$ cat config.mk
export PLATFORM = sky130hd
export DESIGN_NAME = throttle_detent_calibrator
export DESIGN_NICKNAME = d
export VERILOG_FILES = /design/src/design/tdc_pkg.sv /design/src/design/tdc_cfg_regs.sv /design/src/design/tdc_core.sv /design/src/design/throttle_detent_calibrator.sv
export SDC_FILE = /design/constraint.sdc
export NUM_CORES = 1
export LEC_CHECK = 0
export BUFFER_PORTS_ARGS = -buffer_cell sky130_fd_sc_hd__buf_2
export CAP_MARGIN = 10
export CORE_UTILIZATION = 50
export CTS_CLUSTER_DIAMETER = 100
export DETAILED_ROUTE_END_ITERATION = 8
export GPL_TIMING_DRIVEN = 0
export PLACE_DENSITY = 0.68
export SLEW_MARGIN = 20
export SYNTH_ARGS = -nofsm -noshare
export SYNTH_HDL_FRONTEND = slang
export SYNTH_HIERARCHICAL = 1
export SYNTH_SLANG_ARGS = --single-unit
$ cat constraint.sdc
create_clock -name clk_i -period 9.8 [get_ports clk_i]
set_clock_uncertainty 0.05 [all_clocks]
set_input_delay 0.49 -clock clk_i [delete_from_list [all_inputs] [get_ports clk_i]]
set_output_delay 0.49 -clock clk_i [all_outputs]
set_load 0.03 [all_outputs]
$ cat src/design/tdc_pkg.sv
// shared types and constants for the throttle detent calibrator
// no dependencies; used by every module under design/
`timescale 1ns / 1ps
package tdc_pkg;

  localparam int unsigned PctW   = 7;
  localparam int unsigned TickW  = 16;
  localparam int unsigned PulseW = 11;
  localparam int unsigned CfgIdxW = 3;
  localparam int unsigned CfgDataW = 16;
  localparam int unsigned InDataW = 8;
  localparam int unsigned OutDataW = 40;

  localparam logic [PctW-1:0]   PctMax    = 7'd100;
  localparam logic [PulseW-1:0] PulseBase = 11'd1000;

  // calibration phase, also reported as status
  typedef enum logic [2:0] {
    PH_IDLE    = 3'd0,
    PH_AWAIT   = 3'd1,
    PH_TRACK   = 3'd2,
    PH_SETTLE  = 3'd3,
    PH_DONE    = 3'd4,
    PH_TIMEOUT = 3'd5
  } phase_e;

  typedef enum logic [1:0] {
    STG_IDLE = 2'd0,
    STG_MID  = 2'd1,
    STG_MAX  = 2'd2
  } stage_e;

  // mode field of a request
  localparam logic MODE_TICK  = 1'b0;
  localparam logic MODE_START = 1'b1;

  typedef enum logic [CfgIdxW-1:0] {
    REG_DEADBAND      = 3'd0,
    REG_FIRST_TIMEOUT = 3'd1,
    REG_LATER_TIMEOUT = 3'd2,
    REG_SETTLE_IDLE   = 3'd3,
    REG_SETTLE_MID    = 3'd4,
    REG_SETTLE_MAX    = 3'd5
  } cfg_reg_e;

  typedef struct packed {
    logic [PctW-1:0]  deadband;
    logic [TickW-1:0] first_timeout;
    logic [TickW-1:0] later_timeout;
    logic [TickW-1:0] settle_idle;
    logic [TickW-1:0] settle_mid;
    logic [TickW-1:0] settle_max;
  } cfg_t;

  typedef struct packed {
    logic [PctW-1:0]   detent_top;
    logic [PctW-1:0]   detent_mid;
    logic [PctW-1:0]   detent_idle;
    logic [1:0]        stage;
    logic [2:0]        status;
    logic [PulseW-1:0] pulse_width_us;
  } res_t;

endpackage

$ cat src/design/tdc_cfg_regs.sv
// configuration register file for the throttle detent calibrator
// depends on tdc_pkg
`timescale 1ns / 1ps
module tdc_cfg_regs (
  input  logic                          clk_i,
  input  logic                          rst_ni,
  input  logic                          cfg_we_i,
  input  logic [tdc_pkg::CfgIdxW-1:0]   cfg_idx_i,
  input  logic [tdc_pkg::CfgDataW-1:0]  cfg_wdata_i,
  output tdc_pkg::cfg_t                 cfg_o
);

  tdc_pkg::cfg_t cfg_q, cfg_d;

  always_comb begin
    cfg_d = cfg_q;
    if (cfg_we_i) begin
      unique case (cfg_idx_i)
        tdc_pkg::REG_DEADBAND:      cfg_d.deadband      = cfg_wdata_i[tdc_pkg::PctW-1:0];
        tdc_pkg::REG_FIRST_TIMEOUT: cfg_d.first_timeout = cfg_wdata_i;
        tdc_pkg::REG_LATER_TIMEOUT: cfg_d.later_timeout = cfg_wdata_i;
        tdc_pkg::REG_SETTLE_IDLE:   cfg_d.settle_idle   = cfg_wdata_i;
        tdc_pkg::REG_SETTLE_MID:    cfg_d.settle_mid    = cfg_wdata_i;
        tdc_pkg::REG_SETTLE_MAX:    cfg_d.settle_max    = cfg_wdata_i;
        default: ; // unused indexes are ignored
      endcase
    end
  end

  always_ff @(posedge clk_i or negedge rst_ni) begin
    if (!rst_ni) begin
      cfg_q.deadband      <= 7'd5;
      cfg_q.first_timeout <= 16'd20000;
      cfg_q.later_timeout <= 16'd10000;
      cfg_q.settle_idle   <= 16'd4000;
      cfg_q.settle_mid    <= 16'd2000;
      cfg_q.settle_max    <= 16'd1000;
    end else begin
      cfg_q <= cfg_d;
    end
  end

  assign cfg_o = cfg_q;

endmodule

$ cat src/design/tdc_core.sv
// calibration state and its one-step update for the throttle detent calibrator
// depends on tdc_pkg
`timescale 1ns / 1ps
module tdc_core (
  input  logic                      clk_i,
  input  logic                      rst_ni,
  input  tdc_pkg::cfg_t             cfg_i,
  input  logic                      step_i,
  input  logic                      mode_i,
  input  logic [tdc_pkg::PctW-1:0]  reading_i,
  output tdc_pkg::res_t             res_o
);

  tdc_pkg::phase_e phase_q, phase_d;
  logic [1:0]                stage_q, stage_d;
  logic [tdc_pkg::TickW-1:0] cnt_q, cnt_d;
  logic [tdc_pkg::PctW-1:0]  ref_q, ref_d;
  logic [tdc_pkg::PctW-1:0]  drive_q, drive_d;
  logic [tdc_pkg::PctW-1:0]  det_q [3];
  logic [tdc_pkg::PctW-1:0]  det_d [3];

  logic [1:0]                slot;
  logic [tdc_pkg::PctW-1:0]  diff;
  logic                      moved;
  logic [tdc_pkg::TickW-1:0] cnt_inc;
  logic [tdc_pkg::TickW-1:0] timeout_lim;
  logic [tdc_pkg::TickW-1:0] settle_lim;
  logic                      timed_out;
  logic                      settled;
  logic                      start;
  logic [tdc_pkg::PctW-1:0]  pct;

  // a stage index of 3 never occurs; treat it as the max stage
  assign slot = (stage_q == tdc_pkg::STG_IDLE) ? tdc_pkg::STG_IDLE :
                (stage_q == tdc_pkg::STG_MID)  ? tdc_pkg::STG_MID  : tdc_pkg::STG_MAX;

  assign diff  = (reading_i > ref_q) ? (reading_i - ref_q) : (ref_q - reading_i);
  assign moved = diff > cfg_i.deadband;

  assign cnt_inc = (&cnt_q) ? cnt_q : cnt_q + 1'b1;

  assign timeout_lim = (slot == tdc_pkg::STG_IDLE) ? cfg_i.first_timeout : cfg_i.later_timeout;
  assign settle_lim  = (slot == tdc_pkg::STG_IDLE) ? cfg_i.settle_idle :
                       (slot == tdc_pkg::STG_MID)  ? cfg_i.settle_mid  : cfg_i.settle_max;

  assign timed_out = cnt_inc >= timeout_lim;
  assign settled   = cnt_inc >= settle_lim;
  assign start     = mode_i == tdc_pkg::MODE_START;

  // next phase
  always_comb begin
    phase_d = phase_q;
    if (step_i) begin
      if (start) begin
        phase_d = tdc_pkg::PH_AWAIT;
      end else begin
        unique case (phase_q)
          tdc_pkg::PH_AWAIT: begin
            if (moved)          phase_d = tdc_pkg::PH_TRACK;
            else if (timed_out) phase_d = tdc_pkg::PH_TIMEOUT;
          end
          tdc_pkg::PH_TRACK: begin
            if (!moved) phase_d = tdc_pkg::PH_SETTLE;
          end
          tdc_pkg::PH_SETTLE: begin
            if (!moved && settled) begin
              phase_d = (slot == tdc_pkg::STG_MAX) ? tdc_pkg::PH_DONE : tdc_pkg::PH_AWAIT;
            end
          end
          default: ; // idle, done and timed out hold
        endcase
      end
    end
  end

  // datapath registers
  always_comb begin
    stage_d = stage_q;
    cnt_d   = cnt_q;
    ref_d   = ref_q;
    drive_d = drive_q;
    det_d   = det_q;
    if (step_i) begin
      if (start) begin
        stage_d = tdc_pkg::STG_IDLE;
        ref_d   = reading_i;
        cnt_d   = '0;
      end else begin
        unique case (phase_q)
          tdc_pkg::PH_AWAIT: begin
            cnt_d = cnt_inc;
            if (moved) begin
              drive_d = reading_i;
              ref_d   = reading_i;
            end
          end
          tdc_pkg::PH_TRACK: begin
            drive_d = reading_i;
            if (moved) ref_d = reading_i;
            else       cnt_d = '0;
          end
          tdc_pkg::PH_SETTLE: begin
            if (moved) begin
              ref_d   = reading_i;
              drive_d = reading_i;
              cnt_d   = '0;
            end else begin
              cnt_d = cnt_inc;
              if (settled) begin
                det_d[slot] = ref_q;
                drive_d     = '0;
                cnt_d       = '0;
                if (slot == tdc_pkg::STG_MAX) begin
                  stage_d = tdc_pkg::STG_MAX;
                end else begin
                  stage_d = slot + 2'd1;
                  ref_d   = reading_i;
                end
              end
            end
          end
          default: ;
        endcase
      end
    end
  end

  always_ff @(posedge clk_i or negedge rst_ni) begin
    if (!rst_ni) begin
      phase_q <= tdc_pkg::PH_IDLE;
      stage_q <= '0;
      cnt_q   <= '0;
      ref_q   <= '0;
      drive_q <= '0;
      det_q   <= '{default: '0};
    end else begin
      phase_q <= phase_d;
      stage_q <= stage_d;
      cnt_q   <= cnt_d;
      ref_q   <= ref_d;
      drive_q <= drive_d;
      det_q   <= det_d;
    end
  end

  // result of this step, from the updated state
  assign pct = (drive_d > tdc_pkg::PctMax) ? tdc_pkg::PctMax : drive_d;

  always_comb begin
    res_o.pulse_width_us = tdc_pkg::PulseBase
                         + {1'b0, pct, 3'b000}
                         + {3'b000, pct, 1'b0};
    res_o.status      = phase_d;
    res_o.stage       = stage_d;
    res_o.detent_idle = det_d[0];
    res_o.detent_mid  = det_d[1];
    res_o.detent_top  = det_d[2];
  end

endmodule

$ cat src/design/throttle_detent_calibrator.sv
// top level of the throttle detent calibrator: stream ports, input and result registers
// depends on tdc_pkg, tdc_cfg_regs, tdc_core
`timescale 1ns / 1ps
// channel  | direction | handshake                    | payload
// s_axis   | in        | s_axis_tvalid / s_axis_tready | tdata: reading; tuser: mode
// m_axis   | out       | m_axis_tvalid / m_axis_tready | tdata: pulse, status, stage, detents
// cfg      | in        | cfg_we_i (no wait)            | cfg_idx_i, cfg_wdata_i
//
// every request yields exactly one result: it is held in the input register,
// then the state update and result are written into the result register;
// a new request is taken every cycle while the output side is not stalled
// a stall on m_axis holds the result register and, through it, the input
// register; s_axis_tready drops only while both are full and blocked
// reset is asynchronous, active low; it restores default registers and idle phase
module throttle_detent_calibrator (
  input  logic                             clk_i,
  input  logic                             rst_ni,
  // stream in
  input  logic                             s_axis_tvalid,
  output logic                             s_axis_tready,
  input  logic [tdc_pkg::InDataW-1:0]      s_axis_tdata,  // [6:0] reading, [7] zero
  input  logic                             s_axis_tuser,  // [0] mode
  // stream out
  output logic                             m_axis_tvalid,
  input  logic                             m_axis_tready,
  output logic [tdc_pkg::OutDataW-1:0]     m_axis_tdata,  // [10:0] pulse_width_us,
                                                          // [13:11] status, [15:14] stage,
                                                          // [22:16] detent_idle,
                                                          // [29:23] detent_mid,
                                                          // [36:30] detent_top, [39:37] zero
  // configuration writes
  input  logic                             cfg_we_i,
  input  logic [tdc_pkg::CfgIdxW-1:0]      cfg_idx_i,
  input  logic [tdc_pkg::CfgDataW-1:0]     cfg_wdata_i
);

  tdc_pkg::cfg_t cfg;
  tdc_pkg::res_t res;

  // input register
  logic                      in_vld_q, in_vld_d;
  logic                      in_mode_q;
  logic [tdc_pkg::PctW-1:0]  in_reading_q;

  // result register
  logic                      out_vld_q, out_vld_d;
  tdc_pkg::res_t             out_res_q;

  logic advance;
  logic step;
  logic accept;

  // result register can take a new value when empty or being drained
  assign advance = !out_vld_q || m_axis_tready;
  assign step    = in_vld_q && advance;
  assign s_axis_tready = !in_vld_q || advance;
  assign accept  = s_axis_tvalid && s_axis_tready;

  assign in_vld_d  = accept || (in_vld_q && !advance);
  assign out_vld_d = step || (out_vld_q && !m_axis_tready);

  tdc_cfg_regs u_cfg (
    .clk_i       (clk_i),
    .rst_ni      (rst_ni),
    .cfg_we_i    (cfg_we_i),
    .cfg_idx_i   (cfg_idx_i),
    .cfg_wdata_i (cfg_wdata_i),
    .cfg_o       (cfg)
  );

  tdc_core u_core (
    .clk_i     (clk_i),
    .rst_ni    (rst_ni),
    .cfg_i     (cfg),
    .step_i    (step),
    .mode_i    (in_mode_q),
    .reading_i (in_reading_q),
    .res_o     (res)
  );

  always_ff @(posedge clk_i or negedge rst_ni) begin
    if (!rst_ni) begin
      in_vld_q  <= 1'b0;
      out_vld_q <= 1'b0;
    end else begin
      in_vld_q  <= in_vld_d;
      out_vld_q <= out_vld_d;
    end
  end

  // payload registers, no reset needed
  always_ff @(posedge clk_i) begin
    if (accept) begin
      in_mode_q    <= s_axis_tuser;
      in_reading_q <= s_axis_tdata[tdc_pkg::PctW-1:0];
    end
    if (step) begin
      out_res_q <= res;
    end
  end

  assign m_axis_tvalid = out_vld_q;
  assign m_axis_tdata  = {3'b000, out_res_q};

endmodule
Word-level counts from Yosys, hierarchy flattened
Index checks and enable logic that the tools add are counted.

storage, ports and cells
  bits in registers = 190
  latch bits = 0
  RAM bits = 0
  bits in read-only memories = 0
  word-level logic and storage cells = 130
  memories kept = 0

operators by class
  add/subtract/negate cells = 6
  $mul = 0
  divide/modulo/power cells = 0
  order comparisons = 7
  equal/unequal tests = 15
  shift operators = 0
  muxes and demuxes = 47
  bitwise gates (word level) = 1
  reductions and logical operators = 30

operators with widths
  cell                                                                    count
  16-bit 2-to-1 mux                                                       8
  21-bit 2-to-1 mux                                                       5
  7-bit 2-to-1 mux                                                        13
  16-bit case mux with 3 select lines                                     1
  16-bit >= comparator                                                    2
  21-bit bitwise mux                                                      1
  3-bit 2-to-1 mux                                                        7
  7-bit case mux with 3 select lines                                      1
  16-bit by 1-bit adder with 16-bit output (second input constant)        1
  2-bit 2-to-1 mux                                                        8
  16-bit AND reduction                                                    1
  7-bit demux with 2-bit select                                           1
  7-bit greater-than comparator                                           2
  7-bit case mux with 2 select lines                                      1
  7-bit subtractor                                                        2
  3-bit by 2-bit equality test with 1-bit output (second input constant)  4
  2-bit AND reduction                                                     6
  10-bit by 10-bit adder with 11-bit output (first input constant)        1
  11-bit by 8-bit adder with 11-bit output                                1
  3-bit case mux with 3 select lines                                      1
  7-bit greater-than comparator (second input constant)                   1
  3-bit by 1-bit equality test with 1-bit output (second input constant)  2
  3-bit equality test (second input constant)                             2
  1-bit logical AND                                                       6
  19 further kinds                                                        28

Longest topological paths before layout
  word-level depth = 16
  depth in mapped cells = 28
  gate-level depth less buffers = 28

By module
Netlist, hierarchy kept.

by module, submodules not included
  module                      instances  cells an instance  area an instance (µm²)  seq. area each (µm²)
  tdc_core                    1          572                5,143.7                 1,401.3
  tdc_cfg_regs                1          189                3,507.1                 2,214.6
  throttle_detent_calibrator  1          57                 1,481.4                 1,401.3

Worst setup path before layout
No wires, ideal clock.

  path kind = register to register
  start = reg in_reading_q[1] in the netlist's numbering
  end = reg out_res_q, in the netlist m_axis_tdata[10] (data pin)
  arrival time = 5.603 ns
  setup slack = 3.884 ns
  cell stages (with the launch flop) = 28
  path buffers = 1
  period minus slack after synthesis = 5.916 ns
  path through = edfxtp_1 -> inv_1 -> ha_1 -> nor2b_1 -> o2111a_1 -> o31a_2 -> nand2_4 -> mux2i_1 -> nor2_1 -> o31a_1 -> xor2_1 -> ha_1 -> a21oi_1 -> o21ai_0 -> o21ai_2 -> a21oi_2 -> buf_6 -> nor2_4 -> a22o_1 -> a21boi_0 -> ha_1 -> ha_1 -> fa_1 -> a21o_1 -> a21oi_1 -> o21bai_1 -> a21oi_1 -> xor2_1

RTL lines
  what                    line                              source
  from (decl)             throttle_detent_calibrator.sv:43  logic [tdc_pkg::PctW-1:0] in_reading_q;
  from (signal assigned)  throttle_detent_calibrator.sv:95  in_reading_q <= s_axis_tdata[tdc_pkg::PctW-1:0];
  to (signal assigned)    throttle_detent_calibrator.sv:98  out_res_q <= res;
  to (decl)               throttle_detent_calibrator.sv:47  tdc_pkg::res_t out_res_q;

==> parameters.txt <==
Parameter                              Value

Status
  Outcome ... finished clean

Global route
  Global routing usage summed across all routing layers ... 0.211
  Wire length of the first global-routing pass ... 33400 um
  Met3 Use GR ... 0.0341
  Global-route met1 utilization ... 0.325
  Maximum number of pins on one net before global-route repair ... 94
  Via count of the first global-routing pass ... 6293
  Leftover overflow at the end of global routing ... 0
  Busiest layer in global routing ... met1
  Met2 track utilization from global routing ... 0.303
  Initial antenna violation count ... 0

Yosys
  Top area cells in the synthesized netlist ... sky130_fd_sc_hd__dfrtp_1 28%, sky130_fd_sc_hd__edfxtp_1 13%, sky130_fd_sc_hd__ha_1 7.9%
  Portion of the post-synthesis area used by sequential elements ... 0.495
  Post-synthesis cell type count ... 79
  Syn Area/Cell ... 12.4 um2
  Synth Flop Type ... sky130_fd_sc_hd__dfrtp_1
  Portion of synthesized cell area occupied by the leading cell type ... 0.284
  Synthesis warning total ... 6
  Cell area after synthesis ... 10100 um2
  Synthesized instance count ... 818
  Number of enable-type register cells in the synthesized netlist ... 45
  FF+latch count, synth ... 190
  Cell taking the most area after synthesis ... sky130_fd_sc_hd__dfrtp_1
  Fraction of registers with async set/reset ... 0.763

Floorplan
  Die Area ... 20800 um2
  IO Count ... 75
  Starting density of the core ... 0.516
  Floorplan die width ... 144 um
  Core outline area ... 19700 um2
  Die H ... 144 um
  Number of placement rows ... 51

Clock network
  Number of clock sinks ... 190
  Total clock buffers created by CTS ... 17
  Clk pin slew, worst setup/hold paths ... 0.08 ns
  Clock tree buffer depth ... 2
  Clock tree root driver cell ... sky130_fd_sc_hd__clkbuf_16
  Worst-skew pair later-pin latency ... 0.43 ns
  Clock tree from TritonCTS ... built
  CTS HTree Levels ... 4
  Post-CTS Resized ... 0

Cells and area
  Combined area of the multi-input logic cells ... 4710 um2
  Area Growth Syn to Fin ... 13.3%
  Most frequent cells in the layout ... 115 x sky130_fd_sc_hd__dfrtp_1, 75 x sky130_fd_sc_hd__buf_2, 71 x sky130_fd_sc_hd__mux2_2
  Commonest non-fill, non-tap cell in the layout ... sky130_fd_sc_hd__dfrtp_1
  Flip-flop and latch area ... 5020 um2
  Number of nets in the final layout ... 1011
  Fraction of final layout cells with drive strength greater than 1 ... 0.315
  Post-route non-filler standard cell count ... 1189
  Non-Filler Cell Area, Final ... 11500 um2
  Number of diodes added for antenna fixing ... 0
  Filler instances ... 1677

Pwr
  Power density cells ... 270 nW/um2
  Standby leakage power ... 5.28 nW
  IR drop worst, VDD ... 0.000201 V

Route
  Detail-routed via count per cell ... 5.40
  WL final ... 20100 um
  Average wire per standard cell ... 16.9 um
  Remaining antenna violation count ... 0
  Vias after detailed routing ... 6420
  Initial DRT Pass Iterations ... 4
  Initial drt markers ... 394
  DRC violations left ... 0

Placed design
  Total placed cells including tap cells ... 1156
  Input/output buffers ... 69
  Dpl hpwl ... 14700 um
  Placer Congestion ... 0.836
  Placed Area ... 10900 um2
  Setup WS pre-CTS ... 2.96 ns

STA
  Peak Freq ... 0.146 GHz
  Final Setup Violations ... 0
  Hold violation total from the final report ... 0
  Worst slew margin relative to its limit ... 0.281
  Final critical-path share of the clock period ... 0.698
  Slew at the pin with the worst max-slew slack ... 1.08 ns
  Pins over their slew limit ... 0
  Period minus WS final ... 6.84 ns
  Setup repair after global routing missed its margin ... no
  Minimum setup slack in the final design ... 2.96 ns
  Final hold slack ... 0.178 ns
  Post-route setup TNS ... 0 ns

Min path
  Hold crit path type ... in2reg

Worst setup path
  Worst EP arrival ... 6.98 ns
  Critical path startpoint category ... flop
  Kind of end point of the critical path ... flop
  Critical Setup Path Class ... reg2reg
  Data required time at the worst endpoint ... 9.94 ns
  Maximum net fanout on the critical path ... 10

Flow run
  Number of maximum-capacitance constraint violations ... 0
-- report_power, final --
group	internal (W)	switching, W	leakage, nW
Clock	0.000343	0.000334	0.283
Sequential	0.00102	0.0000838	2.21
Combinational	0.000567	0.000749	2.79
-- per-layer routing --
| metal | vias to the layer above | wire [um] | part of all wire |
|---|---|---|---|
| met5 | - | 0 | 0 |
| met3 | 19 | 690 | 0.034 |
| met4 | 0 | 272 | 0.014 |
| met1 | 3117 | 10500 | 0.52 |
| li1 | 3152 | - | - |
| met2 | 132 | 8640 | 0.43 |
-- area by class of cell --
class	instances	share of cell area
Timing Repair Buffer	72	0.0360
Clock buffer	17	0.0370
Inverter	42	0.0137
Clock inverter	15	0.0149
Tap cell	265	0.0289
Buffer	30	0.0224
Multi-Input combinational cell	558	0.410
Sequential cell	190	0.437
-- stage by stage --
step	total power [W]	util
after global placement	0.00240	0.550
after detailed placement	0.00243	0.553
after CTS	0.00313	0.584
after floorplan	0.00213	-
after global routing	0.00335	0.584
final	0.00310	0.584
-- registers in the layout (all words and copies together), names as in the netlist --
name,cells
in_vld_q,1
m_axis_tvalid,1
u_core/drive_q,7
m_axis_tdata,37
u_core/cnt_q,16
u_core/det_q,21
in_mode_q,1
u_core/stage_q,2
u_core/phase_q,3
u_cfg/cfg_o,87
in_reading_q,7
u_core/ref_q,7
-- repair_timing --
item	in CTS	in global routing
setup buffers	0	0
hold endpoints to repair	47	0
endpoints found under the setup margin	0	0
hold buffers	1	0
-- logic make-up (layout without fill, tap and decap cells) --
kind of cell,after synthesis,in the layout,synth area share
xor+xnor,22,22,0.0190
compound gates,163,163,0.109
fa+ha+maj,67,67,0.0850
flops,190,190,0.495
mux,137,137,0.157
buf+inv,72,176,0.0410
other cells,2,4,0.000741
simple gates,165,165,0.0936
-- worst paths after layout --
kind / endpoint / cells after the start / slack, ns / start
worst min register to register: u_core/det_q[18]$_DFF_PN0_ / 2 / 0.45 / u_core/det_q[18]$_DFF_PN0_
worst max register to register: m_axis_tdata[10]$_DFFE_PP_ / 27 / 2.96 / in_reading_q[1]$_DFFE_PP_
worst min-delay path: in_reading_q[0]$_DFFE_PP_ / 1 / 0.18 / s_axis_tdata[0]
max in group asynchronous: u_cfg/cfg_o[75]$_DFFE_PN1P_ / 3 / 8.40 / rst_ni
worst max-delay path: m_axis_tdata[10]$_DFFE_PP_ / 27 / 2.96 / in_reading_q[1]$_DFFE_PP_
min in group asynchronous: u_cfg/cfg_o[15]$_DFFE_PN0P_ / 2 / 0.51 / rst_ni
-- critical path: stages, from the launching register on --
cell	delay [ns]
sky130_fd_sc_hd__edfxtp_1	0.54
sky130_fd_sc_hd__inv_1	0.15
sky130_fd_sc_hd__ha_1	0.35
sky130_fd_sc_hd__nor2b_1	0.15
sky130_fd_sc_hd__o2111a_1	0.24
sky130_fd_sc_hd__o31a_2	0.38
sky130_fd_sc_hd__nand2_4	0.13
sky130_fd_sc_hd__mux2i_1	0.28
sky130_fd_sc_hd__nor2_1	0.09
sky130_fd_sc_hd__o31a_1	0.31
sky130_fd_sc_hd__xor2_1	0.16
sky130_fd_sc_hd__ha_1	0.31
sky130_fd_sc_hd__a21oi_1	0.19
sky130_fd_sc_hd__o21ai_0	0.16
sky130_fd_sc_hd__o21ai_2	0.34
sky130_fd_sc_hd__a21oi_2	0.15
sky130_fd_sc_hd__buf_6	0.19
sky130_fd_sc_hd__nor2_4	0.20
sky130_fd_sc_hd__a22o_1	0.20
sky130_fd_sc_hd__a21boi_0	0.33
sky130_fd_sc_hd__ha_1	0.29
sky130_fd_sc_hd__ha_1	0.22
sky130_fd_sc_hd__fa_1	0.40
sky130_fd_sc_hd__a21o_1	0.18
sky130_fd_sc_hd__a21oi_1	0.25
sky130_fd_sc_hd__o21bai_1	0.10
sky130_fd_sc_hd__a21oi_1	0.17
sky130_fd_sc_hd__xor2_1	0.08
-- synth_stat cells (15+ instances only) --
master and count:
sky130_fd_sc_hd__a21oi_1 49, sky130_fd_sc_hd__dfrtp_1 115, sky130_fd_sc_hd__dfstp_2 30, sky130_fd_sc_hd__edfxtp_1 45, sky130_fd_sc_hd__ha_1 64, sky130_fd_sc_hd__inv_1 42, sky130_fd_sc_hd__mux2_2 71, sky130_fd_sc_hd__mux2_4 26
sky130_fd_sc_hd__mux2i_1 40, sky130_fd_sc_hd__nand2_1 48, sky130_fd_sc_hd__nor2_1 34, sky130_fd_sc_hd__o21ai_0 22, sky130_fd_sc_hd__o21ai_1 15, sky130_fd_sc_hd__xnor2_1 15
No activity file was read; power rests on OpenSTA's default activity.
